**config.mk**
```make
export PLATFORM = sky130hd
export DESIGN_NAME = motion_mask_bounding_box_flat
export DESIGN_NICKNAME = d
export VERILOG_FILES = /design/src/rtl/mmbb_pkg.sv /design/src/rtl/mmbb_if.sv /design/src/rtl/motion_mask_bounding_box.sv /design/src/rtl/mmbb_accum.sv /design/src/rtl/mmbb_pad.sv /design/src/flat_wrapper.sv
export SDC_FILE = /design/constraint.sdc
export NUM_CORES = 1
export LEC_CHECK = 0
export ABC_AREA = 1
export BUFFER_PORTS_ARGS = -buffer_cell sky130_fd_sc_hd__buf_2
export CORE_UTILIZATION = 43
export CTS_CLUSTER_SIZE = 20
export DETAILED_ROUTE_END_ITERATION = 6
export PLACE_DENSITY = 0.59
export SLEW_MARGIN = 20
export SYNTH_ARGS = -nofsm -noshare
export SYNTH_HDL_FRONTEND = slang
export SYNTH_SLANG_ARGS = --single-unit
```
**constraint.sdc**
```tcl
create_clock -name clk -period 4.9 [get_ports clk]
set_input_delay 0.49 -clock clk [delete_from_list [all_inputs] [get_ports clk]]
set_output_delay 0.49 -clock clk [all_outputs]
set_load 0.02 [all_outputs]
```
**src/rtl/mmbb_pkg.sv**
```systemverilog
// ----------------------------------------------------------------------------
// mmbb_pkg
// Shared types, constants and helpers of the mask bounding-box block.
// ----------------------------------------------------------------------------
package mmbb_pkg;

	localparam int MAX_DIMENSION = 4096;
	localparam int SAMPLE_STRIDE = 2;

	localparam int DIM_W  = $clog2(MAX_DIMENSION) + 1;
	localparam int POS_W  = DIM_W - 1;
	localparam int CNT_W  = 23;
	localparam int PIX_W  = 8;
	localparam int MRG_W  = 8;
	localparam int IDX_W  = 2;

	localparam logic [PIX_W-1:0] MOTION_LEVEL = 8'd255;
	localparam logic [CNT_W-1:0] COUNT_MAX    = {CNT_W{1'b1}};

	localparam logic [DIM_W-1:0] RST_FRAME_WIDTH  = DIM_W'(640);
	localparam logic [DIM_W-1:0] RST_FRAME_HEIGHT = DIM_W'(480);
	localparam logic [MRG_W-1:0] RST_BOX_MARGIN   = MRG_W'(10);

	typedef logic [DIM_W-1:0] dim_t;
	typedef logic [POS_W-1:0] pos_t;
	typedef logic [CNT_W-1:0] cnt_t;
	typedef logic [MRG_W-1:0] mrg_t;
	typedef logic [PIX_W-1:0] pix_t;

	typedef enum logic [IDX_W-1:0] {
		REG_FRAME_WIDTH  = 2'd0,
		REG_FRAME_HEIGHT = 2'd1,
		REG_BOX_MARGIN   = 2'd2
	} cfg_idx_t;

	// frame totals handed from the accumulator to the padding stage
	typedef struct packed {
		cnt_t count;
		dim_t least_col;
		pos_t great_col;
		dim_t least_row;
		pos_t great_row;
		mrg_t margin;
		pos_t last_col;
		pos_t last_row;
	} summary_t;

	function automatic dim_t eff_size(input dim_t v);
		dim_t r;
		if (v == '0) begin
			r = DIM_W'(1);
		end else if (v > DIM_W'(MAX_DIMENSION)) begin
			r = DIM_W'(MAX_DIMENSION);
		end else begin
			r = v;
		end
		return r;
	endfunction

endpackage

```
**src/rtl/mmbb_if.sv**
```systemverilog
// ----------------------------------------------------------------------------
// mmbb interfaces
// Valid/ready channels for mask pixels, frame results and register writes.
// ----------------------------------------------------------------------------
interface mmbb_pix_if;
	import mmbb_pkg::*;
	logic valid;
	logic ready;
	pix_t mask_value;
	logic frame_end;
	modport source (output valid, output mask_value, output frame_end, input ready);
	modport sink   (input valid, input mask_value, input frame_end, output ready);
endinterface

interface mmbb_res_if;
	import mmbb_pkg::*;
	logic valid;
	logic ready;
	cnt_t change_count;
	logic motion_found;
	pos_t box_left;
	pos_t box_top;
	pos_t box_right;
	pos_t box_bottom;
	modport source (output valid, output change_count, output motion_found,
		output box_left, output box_top, output box_right, output box_bottom,
		input ready);
	modport sink   (input valid, input change_count, input motion_found,
		input box_left, input box_top, input box_right, input box_bottom,
		output ready);
endinterface

interface mmbb_cfg_if;
	import mmbb_pkg::*;
	logic             valid;
	logic             ready;
	logic [IDX_W-1:0] index;
	dim_t             data;
	modport source (output valid, output index, output data, input ready);
	modport sink   (input valid, input index, input data, output ready);
endinterface

```
**src/rtl/motion_mask_bounding_box.sv**
```systemverilog
// ----------------------------------------------------------------------------
// motion_mask_bounding_box
// Counts sampled motion pixels per frame and reports a padded bounding box.
//
//   channel  dir  beat
//   pix_in   in   mask_value, frame_end
//   res_out  out  change_count, motion_found, box_left/top/right/bottom
//   cfg      in   index, data (frame_width, frame_height, box_margin)
//
// One pixel beat per cycle; the accumulator updates in the cycle of the beat.
// A frame_end result is registered in sum_s1, then in the res_out register.
// pix_in stalls only when a summary waits and res_out is held full.
// cfg is always ready. Reset restores the default sizes and an empty frame.
// ----------------------------------------------------------------------------
module motion_mask_bounding_box (
	input  logic       clk,
	input  logic       arst_n,
	mmbb_pix_if.sink   pix_in,
	mmbb_res_if.source res_out,
	mmbb_cfg_if.sink   cfg
);
	import mmbb_pkg::*;

	dim_t frame_width_q, frame_height_q;
	mrg_t box_margin_q;
	dim_t eff_w, eff_h;

	logic     in_fire;
	logic     sum_valid_s1, sum_ready;
	summary_t sum_s1;

	assign cfg.ready = 1'b1;

	always_ff @(posedge clk or negedge arst_n) begin
		if (!arst_n) begin
			frame_width_q  <= RST_FRAME_WIDTH;
			frame_height_q <= RST_FRAME_HEIGHT;
			box_margin_q   <= RST_BOX_MARGIN;
		end else if (cfg.valid) begin
			case (cfg_idx_t'(cfg.index))
				REG_FRAME_WIDTH:  frame_width_q  <= cfg.data;
				REG_FRAME_HEIGHT: frame_height_q <= cfg.data;
				REG_BOX_MARGIN:   box_margin_q   <= cfg.data[MRG_W-1:0];
				default: begin
				end
			endcase
		end
	end

	assign eff_w = eff_size(frame_width_q);
	assign eff_h = eff_size(frame_height_q);

	assign pix_in.ready = !sum_valid_s1 || sum_ready;
	assign in_fire      = pix_in.valid && pix_in.ready;

	mmbb_accum u_accum (
		.clk          (clk),
		.arst_n       (arst_n),
		.in_fire      (in_fire),
		.mask_value   (pix_in.mask_value),
		.frame_end    (pix_in.frame_end),
		.eff_w        (eff_w),
		.eff_h        (eff_h),
		.margin       (box_margin_q),
		.sum_ready    (sum_ready),
		.sum_valid_s1 (sum_valid_s1),
		.sum_s1       (sum_s1)
	);

	mmbb_pad u_pad (
		.clk          (clk),
		.arst_n       (arst_n),
		.sum_valid_s1 (sum_valid_s1),
		.sum_s1       (sum_s1),
		.sum_ready    (sum_ready),
		.res          (res_out)
	);

	a_end_makes_summary: assert property (@(posedge clk) disable iff (!arst_n)
		in_fire && pix_in.frame_end |=> sum_valid_s1)
		else $error("frame end beat did not produce a summary");

	a_no_overrun: assert property (@(posedge clk) disable iff (!arst_n)
		sum_valid_s1 && !sum_ready |-> !pix_in.ready)
		else $error("pixel beat taken while summary is blocked");

	a_found_flag: assert property (@(posedge clk) disable iff (!arst_n)
		res_out.valid |-> (res_out.motion_found == (res_out.change_count != '0)))
		else $error("motion_found disagrees with change_count");

	a_empty_box: assert property (@(posedge clk) disable iff (!arst_n)
		res_out.valid && !res_out.motion_found |->
		res_out.box_left == '0 && res_out.box_top == '0 &&
		res_out.box_right == '0 && res_out.box_bottom == '0)
		else $error("box fields set without motion");

endmodule

```
**src/rtl/mmbb_accum.sv**
```systemverilog
// ----------------------------------------------------------------------------
// mmbb_accum
// Raster position tracking, hit count and box extremes; frame summary stage.
// ----------------------------------------------------------------------------
module mmbb_accum (
	input  logic              clk,
	input  logic              arst_n,
	input  logic              in_fire,
	input  mmbb_pkg::pix_t    mask_value,
	input  logic              frame_end,
	input  mmbb_pkg::dim_t    eff_w,
	input  mmbb_pkg::dim_t    eff_h,
	input  mmbb_pkg::mrg_t    margin,
	input  logic              sum_ready,
	output logic              sum_valid_s1,
	output mmbb_pkg::summary_t sum_s1
);
	import mmbb_pkg::*;

	pos_t col_q, row_q;
	cnt_t cnt_q;
	dim_t lc_q, lr_q;
	pos_t gc_q, gr_q;

	logic hit;
	cnt_t cnt_nx;
	dim_t lc_nx, lr_nx;
	pos_t gc_nx, gr_nx;
	dim_t col_inc, row_inc;

	assign hit = ((col_q % POS_W'(SAMPLE_STRIDE)) == '0)
		&& ((row_q % POS_W'(SAMPLE_STRIDE)) == '0)
		&& (mask_value == MOTION_LEVEL);

	assign cnt_nx = (hit && cnt_q != COUNT_MAX) ? cnt_q + CNT_W'(1) : cnt_q;
	assign lc_nx  = (hit && {1'b0, col_q} < lc_q) ? {1'b0, col_q} : lc_q;
	assign lr_nx  = (hit && {1'b0, row_q} < lr_q) ? {1'b0, row_q} : lr_q;
	assign gc_nx  = (hit && col_q > gc_q) ? col_q : gc_q;
	assign gr_nx  = (hit && row_q > gr_q) ? row_q : gr_q;

	assign col_inc = {1'b0, col_q} + DIM_W'(1);
	assign row_inc = {1'b0, row_q} + DIM_W'(1);

	always_ff @(posedge clk or negedge arst_n) begin
		if (!arst_n) begin
			col_q <= '0;
			row_q <= '0;
			cnt_q <= '0;
			lc_q  <= RST_FRAME_WIDTH;
			lr_q  <= RST_FRAME_HEIGHT;
			gc_q  <= '0;
			gr_q  <= '0;
		end else if (in_fire) begin
			if (frame_end) begin
				col_q <= '0;
				row_q <= '0;
				cnt_q <= '0;
				lc_q  <= eff_w;
				lr_q  <= eff_h;
				gc_q  <= '0;
				gr_q  <= '0;
			end else begin
				cnt_q <= cnt_nx;
				lc_q  <= lc_nx;
				lr_q  <= lr_nx;
				gc_q  <= gc_nx;
				gr_q  <= gr_nx;
				if (col_inc >= eff_w) begin
					col_q <= '0;
					row_q <= (row_inc >= eff_h) ? '0 : row_inc[POS_W-1:0];
				end else begin
					col_q <= col_inc[POS_W-1:0];
				end
			end
		end
	end

	// hold the summary until the padding stage takes it
	always_ff @(posedge clk or negedge arst_n) begin
		if (!arst_n) begin
			sum_valid_s1 <= 1'b0;
		end else if (in_fire && frame_end) begin
			sum_valid_s1 <= 1'b1;
		end else if (sum_ready) begin
			sum_valid_s1 <= 1'b0;
		end
	end

	always_ff @(posedge clk) begin
		if (in_fire && frame_end) begin
			sum_s1.count     <= cnt_nx;
			sum_s1.least_col <= lc_nx;
			sum_s1.great_col <= gc_nx;
			sum_s1.least_row <= lr_nx;
			sum_s1.great_row <= gr_nx;
			sum_s1.margin    <= margin;
			sum_s1.last_col  <= POS_W'(eff_w - DIM_W'(1));
			sum_s1.last_row  <= POS_W'(eff_h - DIM_W'(1));
		end
	end

endmodule

```
**src/rtl/mmbb_pad.sv**
```systemverilog
// ----------------------------------------------------------------------------
// mmbb_pad
// Margin padding, edge clamping and the result register.
// ----------------------------------------------------------------------------
module mmbb_pad (
	input  logic               clk,
	input  logic               arst_n,
	input  logic               sum_valid_s1,
	input  mmbb_pkg::summary_t sum_s1,
	output logic               sum_ready,
	mmbb_res_if.source         res
);
	import mmbb_pkg::*;

	logic found;
	dim_t mrg_ext, right_sum, bottom_sum;
	pos_t left, top, right, bottom;

	assign found      = sum_s1.count != '0;
	assign mrg_ext    = DIM_W'(sum_s1.margin);
	assign right_sum  = {1'b0, sum_s1.great_col} + mrg_ext;
	assign bottom_sum = {1'b0, sum_s1.great_row} + mrg_ext;

	always_comb begin
		left   = '0;
		top    = '0;
		right  = '0;
		bottom = '0;
		if (found) begin
			if (sum_s1.least_col > mrg_ext) begin
				left = POS_W'(sum_s1.least_col - mrg_ext);
			end
			if (sum_s1.least_row > mrg_ext) begin
				top = POS_W'(sum_s1.least_row - mrg_ext);
			end
			right  = (right_sum > {1'b0, sum_s1.last_col}) ?
				sum_s1.last_col : right_sum[POS_W-1:0];
			bottom = (bottom_sum > {1'b0, sum_s1.last_row}) ?
				sum_s1.last_row : bottom_sum[POS_W-1:0];
		end
	end

	assign sum_ready = !res.valid || res.ready;

	always_ff @(posedge clk or negedge arst_n) begin
		if (!arst_n) begin
			res.valid <= 1'b0;
		end else if (sum_ready) begin
			res.valid <= sum_valid_s1;
		end
	end

	always_ff @(posedge clk) begin
		if (sum_ready && sum_valid_s1) begin
			res.change_count <= sum_s1.count;
			res.motion_found <= found;
			res.box_left     <= left;
			res.box_top      <= top;
			res.box_right    <= right;
			res.box_bottom   <= bottom;
		end
	end

endmodule

```
**src/flat_wrapper.sv**
```systemverilog
// flat-port wrapper written by rule: the top's interface ports become plain ports
module motion_mask_bounding_box_flat import mmbb_pkg::*;
  (clk, arst_n, pix_in_valid, pix_in_mask_value, pix_in_frame_end, pix_in_ready, res_out_valid, res_out_change_count, res_out_motion_found, res_out_box_left, res_out_box_top, res_out_box_right, res_out_box_bottom, res_out_ready, cfg_valid, cfg_index, cfg_data, cfg_ready);
  mmbb_pix_if pix_in_i ();
  mmbb_res_if res_out_i ();
  mmbb_cfg_if cfg_i ();
  input  logic clk;
  input  logic arst_n;
  input wire logic [$bits(pix_in_i.valid)-1:0] pix_in_valid;
  input wire logic [$bits(pix_in_i.mask_value)-1:0] pix_in_mask_value;
  input wire logic [$bits(pix_in_i.frame_end)-1:0] pix_in_frame_end;
  output wire logic [$bits(pix_in_i.ready)-1:0] pix_in_ready;
  output wire logic [$bits(res_out_i.valid)-1:0] res_out_valid;
  output wire logic [$bits(res_out_i.change_count)-1:0] res_out_change_count;
  output wire logic [$bits(res_out_i.motion_found)-1:0] res_out_motion_found;
  output wire logic [$bits(res_out_i.box_left)-1:0] res_out_box_left;
  output wire logic [$bits(res_out_i.box_top)-1:0] res_out_box_top;
  output wire logic [$bits(res_out_i.box_right)-1:0] res_out_box_right;
  output wire logic [$bits(res_out_i.box_bottom)-1:0] res_out_box_bottom;
  input wire logic [$bits(res_out_i.ready)-1:0] res_out_ready;
  input wire logic [$bits(cfg_i.valid)-1:0] cfg_valid;
  input wire logic [$bits(cfg_i.index)-1:0] cfg_index;
  input wire logic [$bits(cfg_i.data)-1:0] cfg_data;
  output wire logic [$bits(cfg_i.ready)-1:0] cfg_ready;
  assign pix_in_i.valid = pix_in_valid;
  assign pix_in_i.mask_value = pix_in_mask_value;
  assign pix_in_i.frame_end = pix_in_frame_end;
  assign pix_in_ready = pix_in_i.ready;
  assign res_out_valid = res_out_i.valid;
  assign res_out_change_count = res_out_i.change_count;
  assign res_out_motion_found = res_out_i.motion_found;
  assign res_out_box_left = res_out_i.box_left;
  assign res_out_box_top = res_out_i.box_top;
  assign res_out_box_right = res_out_i.box_right;
  assign res_out_box_bottom = res_out_i.box_bottom;
  assign res_out_i.ready = res_out_ready;
  assign cfg_i.valid = cfg_valid;
  assign cfg_i.index = cfg_index;
  assign cfg_i.data = cfg_data;
  assign cfg_ready = cfg_i.ready;
  motion_mask_bounding_box u_core (.clk(clk), .arst_n(arst_n), .pix_in(pix_in_i), .res_out(res_out_i), .cfg(cfg_i));
endmodule
```
* Yosys cells after proc, flatten, opt, wreduce, memory -nomap -nowiden
Cells that the tools add are included.
W data, S select, Z words.
** Operators by class
- Add/subtract/negate cells :: 9
- $mul :: 0
- Div/mod/pow operators :: 0
- Magnitude comparators :: 12
- Eq/ne operators :: 4
- Shift operators :: 0
- Mux-type cells :: 23
- Bitwise gates (word level) :: 0
- Reductions and logical operators :: 28
** Operators with widths (number)
- $mux W12 :: 11
- $mux W13 :: 8
- $mux W23 :: 2
- $add A12 B1 Y13 const B :: 2
- $add A12 B8 Y13 :: 2
- $ge A13 B13 Y1 :: 2
- $gt A13 B12 Y1 :: 2
- $gt A13 B13 Y1 const B :: 2
- $gt A13 B8 Y1 :: 2
- $logic_not A13 Y1 :: 2
- $lt A12 B13 Y1 :: 2
- $gt A12 B12 Y1 :: 2
- $logic_not A12 Y1 :: 2
- $sub A12 B1 Y12 const B :: 2
- $sub A12 B8 Y12 :: 2
- $add A23 B1 Y23 const B :: 1
- $ne A23 B23 Y1 const B :: 1
- $reduce_bool A23 Y1 :: 1
- $reduce_and A2 Y1 :: 6
- $logic_and A1 B1 Y1 :: 10
- $eq A8 B8 Y1 const B :: 1
- $reduce_bool A2 Y1 :: 2
- $eq A2 B1 Y1 const B :: 1
- $eq A2 B2 Y1 const B :: 1
- 4 further kinds :: 7
** Word-level totals
- Register bits :: 310
- Bits in latches :: 0
- Memory bits (writable) :: 0
- Bits in read-only memories :: 0
- Bits of input ports :: 29
- Output and inout port bits :: 75
- Logic and storage cells :: 102
- Memories kept :: 0

* Depth between registers and ports, before layout
- Depth after elaboration :: 7
- Mapped depth :: 21
- Depth with buffers taken out :: 20

* Cells and area by module
Synthesis repeated with hierarchy kept, for this count alone.
** Second synthesis, totals
- Cells, all modules :: 2337
- Area total of the unflattened synthesis :: 19158.4 µm²
** By module, submodules not included
- mmbb_accum :: times used 1, cells an instance 1463, area each 11903.9 µm², sequential area each 5612.9 µm²
- mmbb_pad :: times used 1, cells an instance 672, area each 5525.3 µm², sequential area each 2187.1 µm²
- motion_mask_bounding_box :: times used 1, cells an instance 202, area each 1729.2 µm², sequential area each 860.8 µm²

* Worst setup path after synthesis
Ideal clock, no wire load.
- Path type :: input -> register
- Start :: input port res_out_ready
- End :: register u_core.u_accum.lc_q[11]
- Library setup time :: 0.065 ns
- Arrival time :: 4.996 ns
- Data required time :: 4.835 ns
- Path slack :: -0.161 ns
- Cell stages on the path :: 9
- Buffers on the path :: 1
- Path through :: inv_1 > nand3_2 > nand2_2 > nor2_2 > clkinv_1 > buf_2 > o22ai_1 > inv_1 > nand2_1
** On the way
- Cells in the longest elaborated chain, start to end :: 3
** RTL lines
- start, declared :: RTL line flat_wrapper.sv:20 : input wire logic [$bits(res_out_i.ready)-1:0] res_out_ready;
- $logic_or A1 B1 Y1 :: RTL line mmbb_pad.sv:43 : assign sum_ready = !res.valid || res.ready;
- $logic_or A1 B1 Y1 :: RTL line motion_mask_bounding_box.sv:53 : assign pix_in.ready = !sum_valid_s1 || sum_ready;
- net pix_in_ready :: RTL line flat_wrapper.sv:12 : output wire logic [$bits(pix_in_i.ready)-1:0] pix_in_ready;
- $logic_and A1 B1 Y1 :: RTL line motion_mask_bounding_box.sv:54 : assign in_fire = pix_in.valid && pix_in.ready;
- end signal, assigned :: RTL line mmbb_accum.sv:58 : lc_q <= eff_w;
- end signal, assigned :: RTL line mmbb_accum.sv:64 : lc_q <= lc_nx;
- end, declared :: RTL line mmbb_accum.sv:22 : dim_t lc_q, lr_q;
The timed path passes the listed nets, and every way through them passes these cells.
A chain may end at the register's enable or synchronous reset.

* Worst setup path after layout
- Start :: register, netlist name u_core.u_accum.sum_s1[25]
- End :: register u_core.u_pad.res.box_right[7], data pin
** On the way
- Cells in the longest elaborated chain, start to end :: 3
** RTL lines
- $add A12 B8 Y13 (*) :: RTL line mmbb_pad.sv:21 : assign right_sum = {1'b0, sum_s1.great_col} + mrg_ext;
- $gt A13 B12 Y1 :: RTL line mmbb_pad.sv:36 : right = (right_sum > {1'b0, sum_s1.last_col}) ?
- $mux W12 (*) :: RTL line mmbb_pad.sv:36
- end signal, assigned :: RTL line mmbb_pad.sv:59 : res.box_right <= right;
- end, declared :: RTL line mmbb_if.sv:26 : output box_left, output box_top, output box_right, output box_bottom,
Mark *: on every way between the ends. The rest lies on a longest branch, timed or not.

==> out/metrics.csv <==
metric,value,unit
status,"complete, no violations",
FMAX,250.1,MHz
Worst setup SP type,register,
Starting DRT DRC Count,1433,
syn avg cell area,8.314,µm²
Power Total,7.963,mW
number of top-level pins,104,
Area Overhead vs Synth,12.65,%
DR vias,15250,
ys async rst share,42.90,%
FILL cells,4106,
drt via density,5.185,
number of global-route vias before repair,14290,
critical path type,register to register,
wire length per cell,16.82,µm
Vert. Die Dim,210.3,µm
clock sinks,310,
RSZ-0062 raised after global routing,no,
Setup Buffers After CTS,0,
Total Routed Length,49440,µm
hpwl dp,37470,µm
fin crit share,81.59,%
crit-path max FO,24,
Most Frequent Cell on Critical Path,nand2_1,
CORE AREA,0.04242,mm²
layout cells sized above 1,10.33,%
Die Width,210.3,µm
r2r endpoint,u_core.u_pad.res.box_right[7],
CP endpoint kind,register,
Slew HR,34.37,%
CP Buf/Inv Count,2,
top cell type's share of synthesized area,28.48,%
Yosys top cell by area,edfxtp_1,
Clock Skews,0.02604,ns
TNS Setup,0,ns
diodes inserted,0,
# rows,75,
Multi-input gate area,0.008513,mm²
largest net degree at the start of global routing,109,
worst-skew pair later-pin latency,0.55,ns
leakage,10.11,nW
htree depth,2,
total gr overflow,0,
RR Startpoint,u_core.u_accum.sum_s1[25],
Post-synth EDFFs,177,
worst slew pin tran,0.9845,ns
synth warn,0,
DR DRC count,0,
Hold WC Path Type,primary input to asynchronous set/reset pin,
WHS,0.03724,ns
number of routed nets with antenna violations,0,
die area,0.04424,mm²
FF/Latch Area,0.008661,mm²
largest cells by area after synthesis,"edfxtp_1 (28%), dfrtp_1 (16%), nand2_1 (13%)",
Post-Syn Instances,2245,
"top cells by count, synth","nand2_1 (638), inv_1 (314), edfxtp_1 (177), nor2_1 (167), nand3_1 (152)",
CP max stage cell,nand4_1,
MaxCap Viol Count,0,
"IR drop worst, VDD",0.0002183,V
top_reg_cell synth,edfxtp_1,
cell family with most CP delay,simple AND/OR/NAND/NOR gates,
clk buf depth,3,
"Worst Setup Slack, final",0.9019,ns
Power Dens Cells,378.7,mW/mm²
CTS tree,yes,
Final setup viols,0,
"Distinct cells, synth",53,
port buffer count,102,
GRT Resource Usage Total,22.73,%
WP data required,5.20,ns
Nets,2501,
cts bufs inserted,36,
Max stage delay on crit path,0.73,ns
post-synthesis sequential area ratio,46.40,%
"CTS clk-pin slew, worst paths",0.06,ns
Worst Reg-to-Reg Cells,16,
DR pass1 iterations,6,
Slew Limit Fails,0,
global-route wire length before repair,78240,µm
most frequent cell after synthesis,nand2_1,
count of final hold-check violations,0,
Root Driver,clkbuf_16,
Mapped Area,0.01866,mm²
min Tclk post-route,3.998,ns
CP arrival,4.30,ns
Post-Syn Nets,2411,
synthesis-stage register bit count,310,
starting density of the core,44.00,%
initial antenna violation count,2,
CTS hold repair buffers,0,
"Critical Path, Cell by Cell",inv_1 -> fa_1 -> inv_1 -> nand3_1 -> nand2_1 -> nand2_1 -> o211ai_1 -> nand2_1 -> nand2_1 -> nand2_1 -> ha_1 -> nand3_1 -> nor3_1 -> nand4_1 -> a21oi_1 -> nor2_1,
DP Worst Slack,0.9423,ns
FF-to-FF setup slack,0.90,ns
GPL Wtd Cong,0.9256,
Resized Gates After CTS,0,
==> report_power, final <==
part / switching [mW] / internal, mW
logic: 1.20 / 0.568
clock network: 1.11 / 1.83
registers: 0.180 / 3.08
total: 2.49 / 5.48
==> layout by cell type, fill, tap and decap left out, types with 8 or more instances in the layout <==
cell | synthesis | final
nand2_1 | 638 | 638
dfrtp_1 | 119 | 119
nor4_1 | 9 | 9
o21ai_2 | 18 | 18
a21oi_1 | 90 | 89
clkbuf_16 | 0 | 38
nand4_1 | 35 | 35
dfstp_2 | 14 | 14
clkinv_2 | 0 | 8
o21ai_1 | 9 | 9
o22ai_1 | 33 | 33
edfxtp_1 | 177 | 177
inv_1 | 314 | 314
xor2_1 | 53 | 53
nor3_1 | 21 | 21
o21ai_0 | 91 | 91
buf_2 | 26 | 101
nand3_1 | 152 | 152
nor2_1 | 167 | 166
xnor2_1 | 15 | 15
and2_1 | 19 | 19
ha_1 | 133 | 133
==> kinds of logic (layout without fill, tap and decap cells) <==
family | after synthesis | in the layout | share of synthesized area [%]
and+or+nand+nor | 1079 | 1079 | 24.61
buffers and inverters | 380 | 498 | 8.112
DFF | 310 | 310 | 46.40
AOI/OAI and AO/OA | 270 | 270 | 8.319
adders and majority gates | 137 | 137 | 9.345
xor gates and xnor gates | 68 | 68 | 3.191
other | 1 | 1 | 0.02009
==> worst max path at each step <==
stage	start	end	slack [ns]	cells after the start
after floorplan	res_out_ready	u_core.u_pad.res.box_bottom[0]	0.33	2
after global placement	u_core.u_accum.sum_s1[25]	u_core.u_pad.res.box_right[2]	1.05	16
after detailed placement	u_core.u_accum.sum_s1[25]	u_core.u_pad.res.box_right[3]	0.94	16
after CTS	u_core.u_accum.sum_s1[25]	u_core.u_pad.res.box_right[3]	0.91	16
after global routing	u_core.u_accum.sum_s1[25]	u_core.u_pad.res.box_right[11]	0.51	16
final	u_core.u_accum.sum_s1[25]	u_core.u_pad.res.box_right[7]	0.90	16
==> through the flow <==
stage / instances / instance area (µm²) / util (%)
after CTS: 2940 / 21030 / 49.57
after floorplan: 2245 / 18670 / -
after global placement: 2874 / 19710 / 46.47
after global routing: 2940 / 21030 / 49.57
final: 2940 / 21030 / 49.57
after detailed placement: 2874 / 19710 / 46.47
==> worst register-to-register path, stage by stage (launching register included) <==
cell and delay [ns]:
edfxtp_1 0.50, inv_1 0.19, fa_1 0.48, inv_1 0.07
nand3_1 0.06, nand2_1 0.14, nand2_1 0.07, o211ai_1 0.17
nand2_1 0.09, nand2_1 0.07, nand2_1 0.07, ha_1 0.30
nand3_1 0.10, nor3_1 0.21, nand4_1 0.73, a21oi_1 0.41
nor2_1 0.07
==> layout make-up <==
cell class	instances	area share, %
clock inverter	20	1.309
timing repair buffer	110	2.862
multi-input combinational	1555	40.49
tap	577	3.434
inverter	322	5.761
clock buffer	46	4.951
sequential	310	41.19
==> layer usage <==
metal | global-route usage [%] | part of all wire [%] | vias to the layer above
li1 | - | - | 7559
met1 | 35.81 | 49 | 7132
met2 | 31.42 | 41 | 485
met3 | 4.157 | 7.7 | 69
met4 | 6.066 | 2.3 | 0
met5 | 0 | 0 | -
==> state kept, by name (all words and copies together) (netlist names), 13 cells and up <==
name / count
u_core.u_pad.res.change_count: 23
u_core.u_accum.lc_q: 13
u_core.frame_height_q: 13
u_core.frame_width_q: 13
u_core.u_accum.cnt_q: 23
u_core.u_accum.lr_q: 13
u_core.u_accum.sum_s1: 105
No activity file was read; power rests on OpenSTA's default activity.
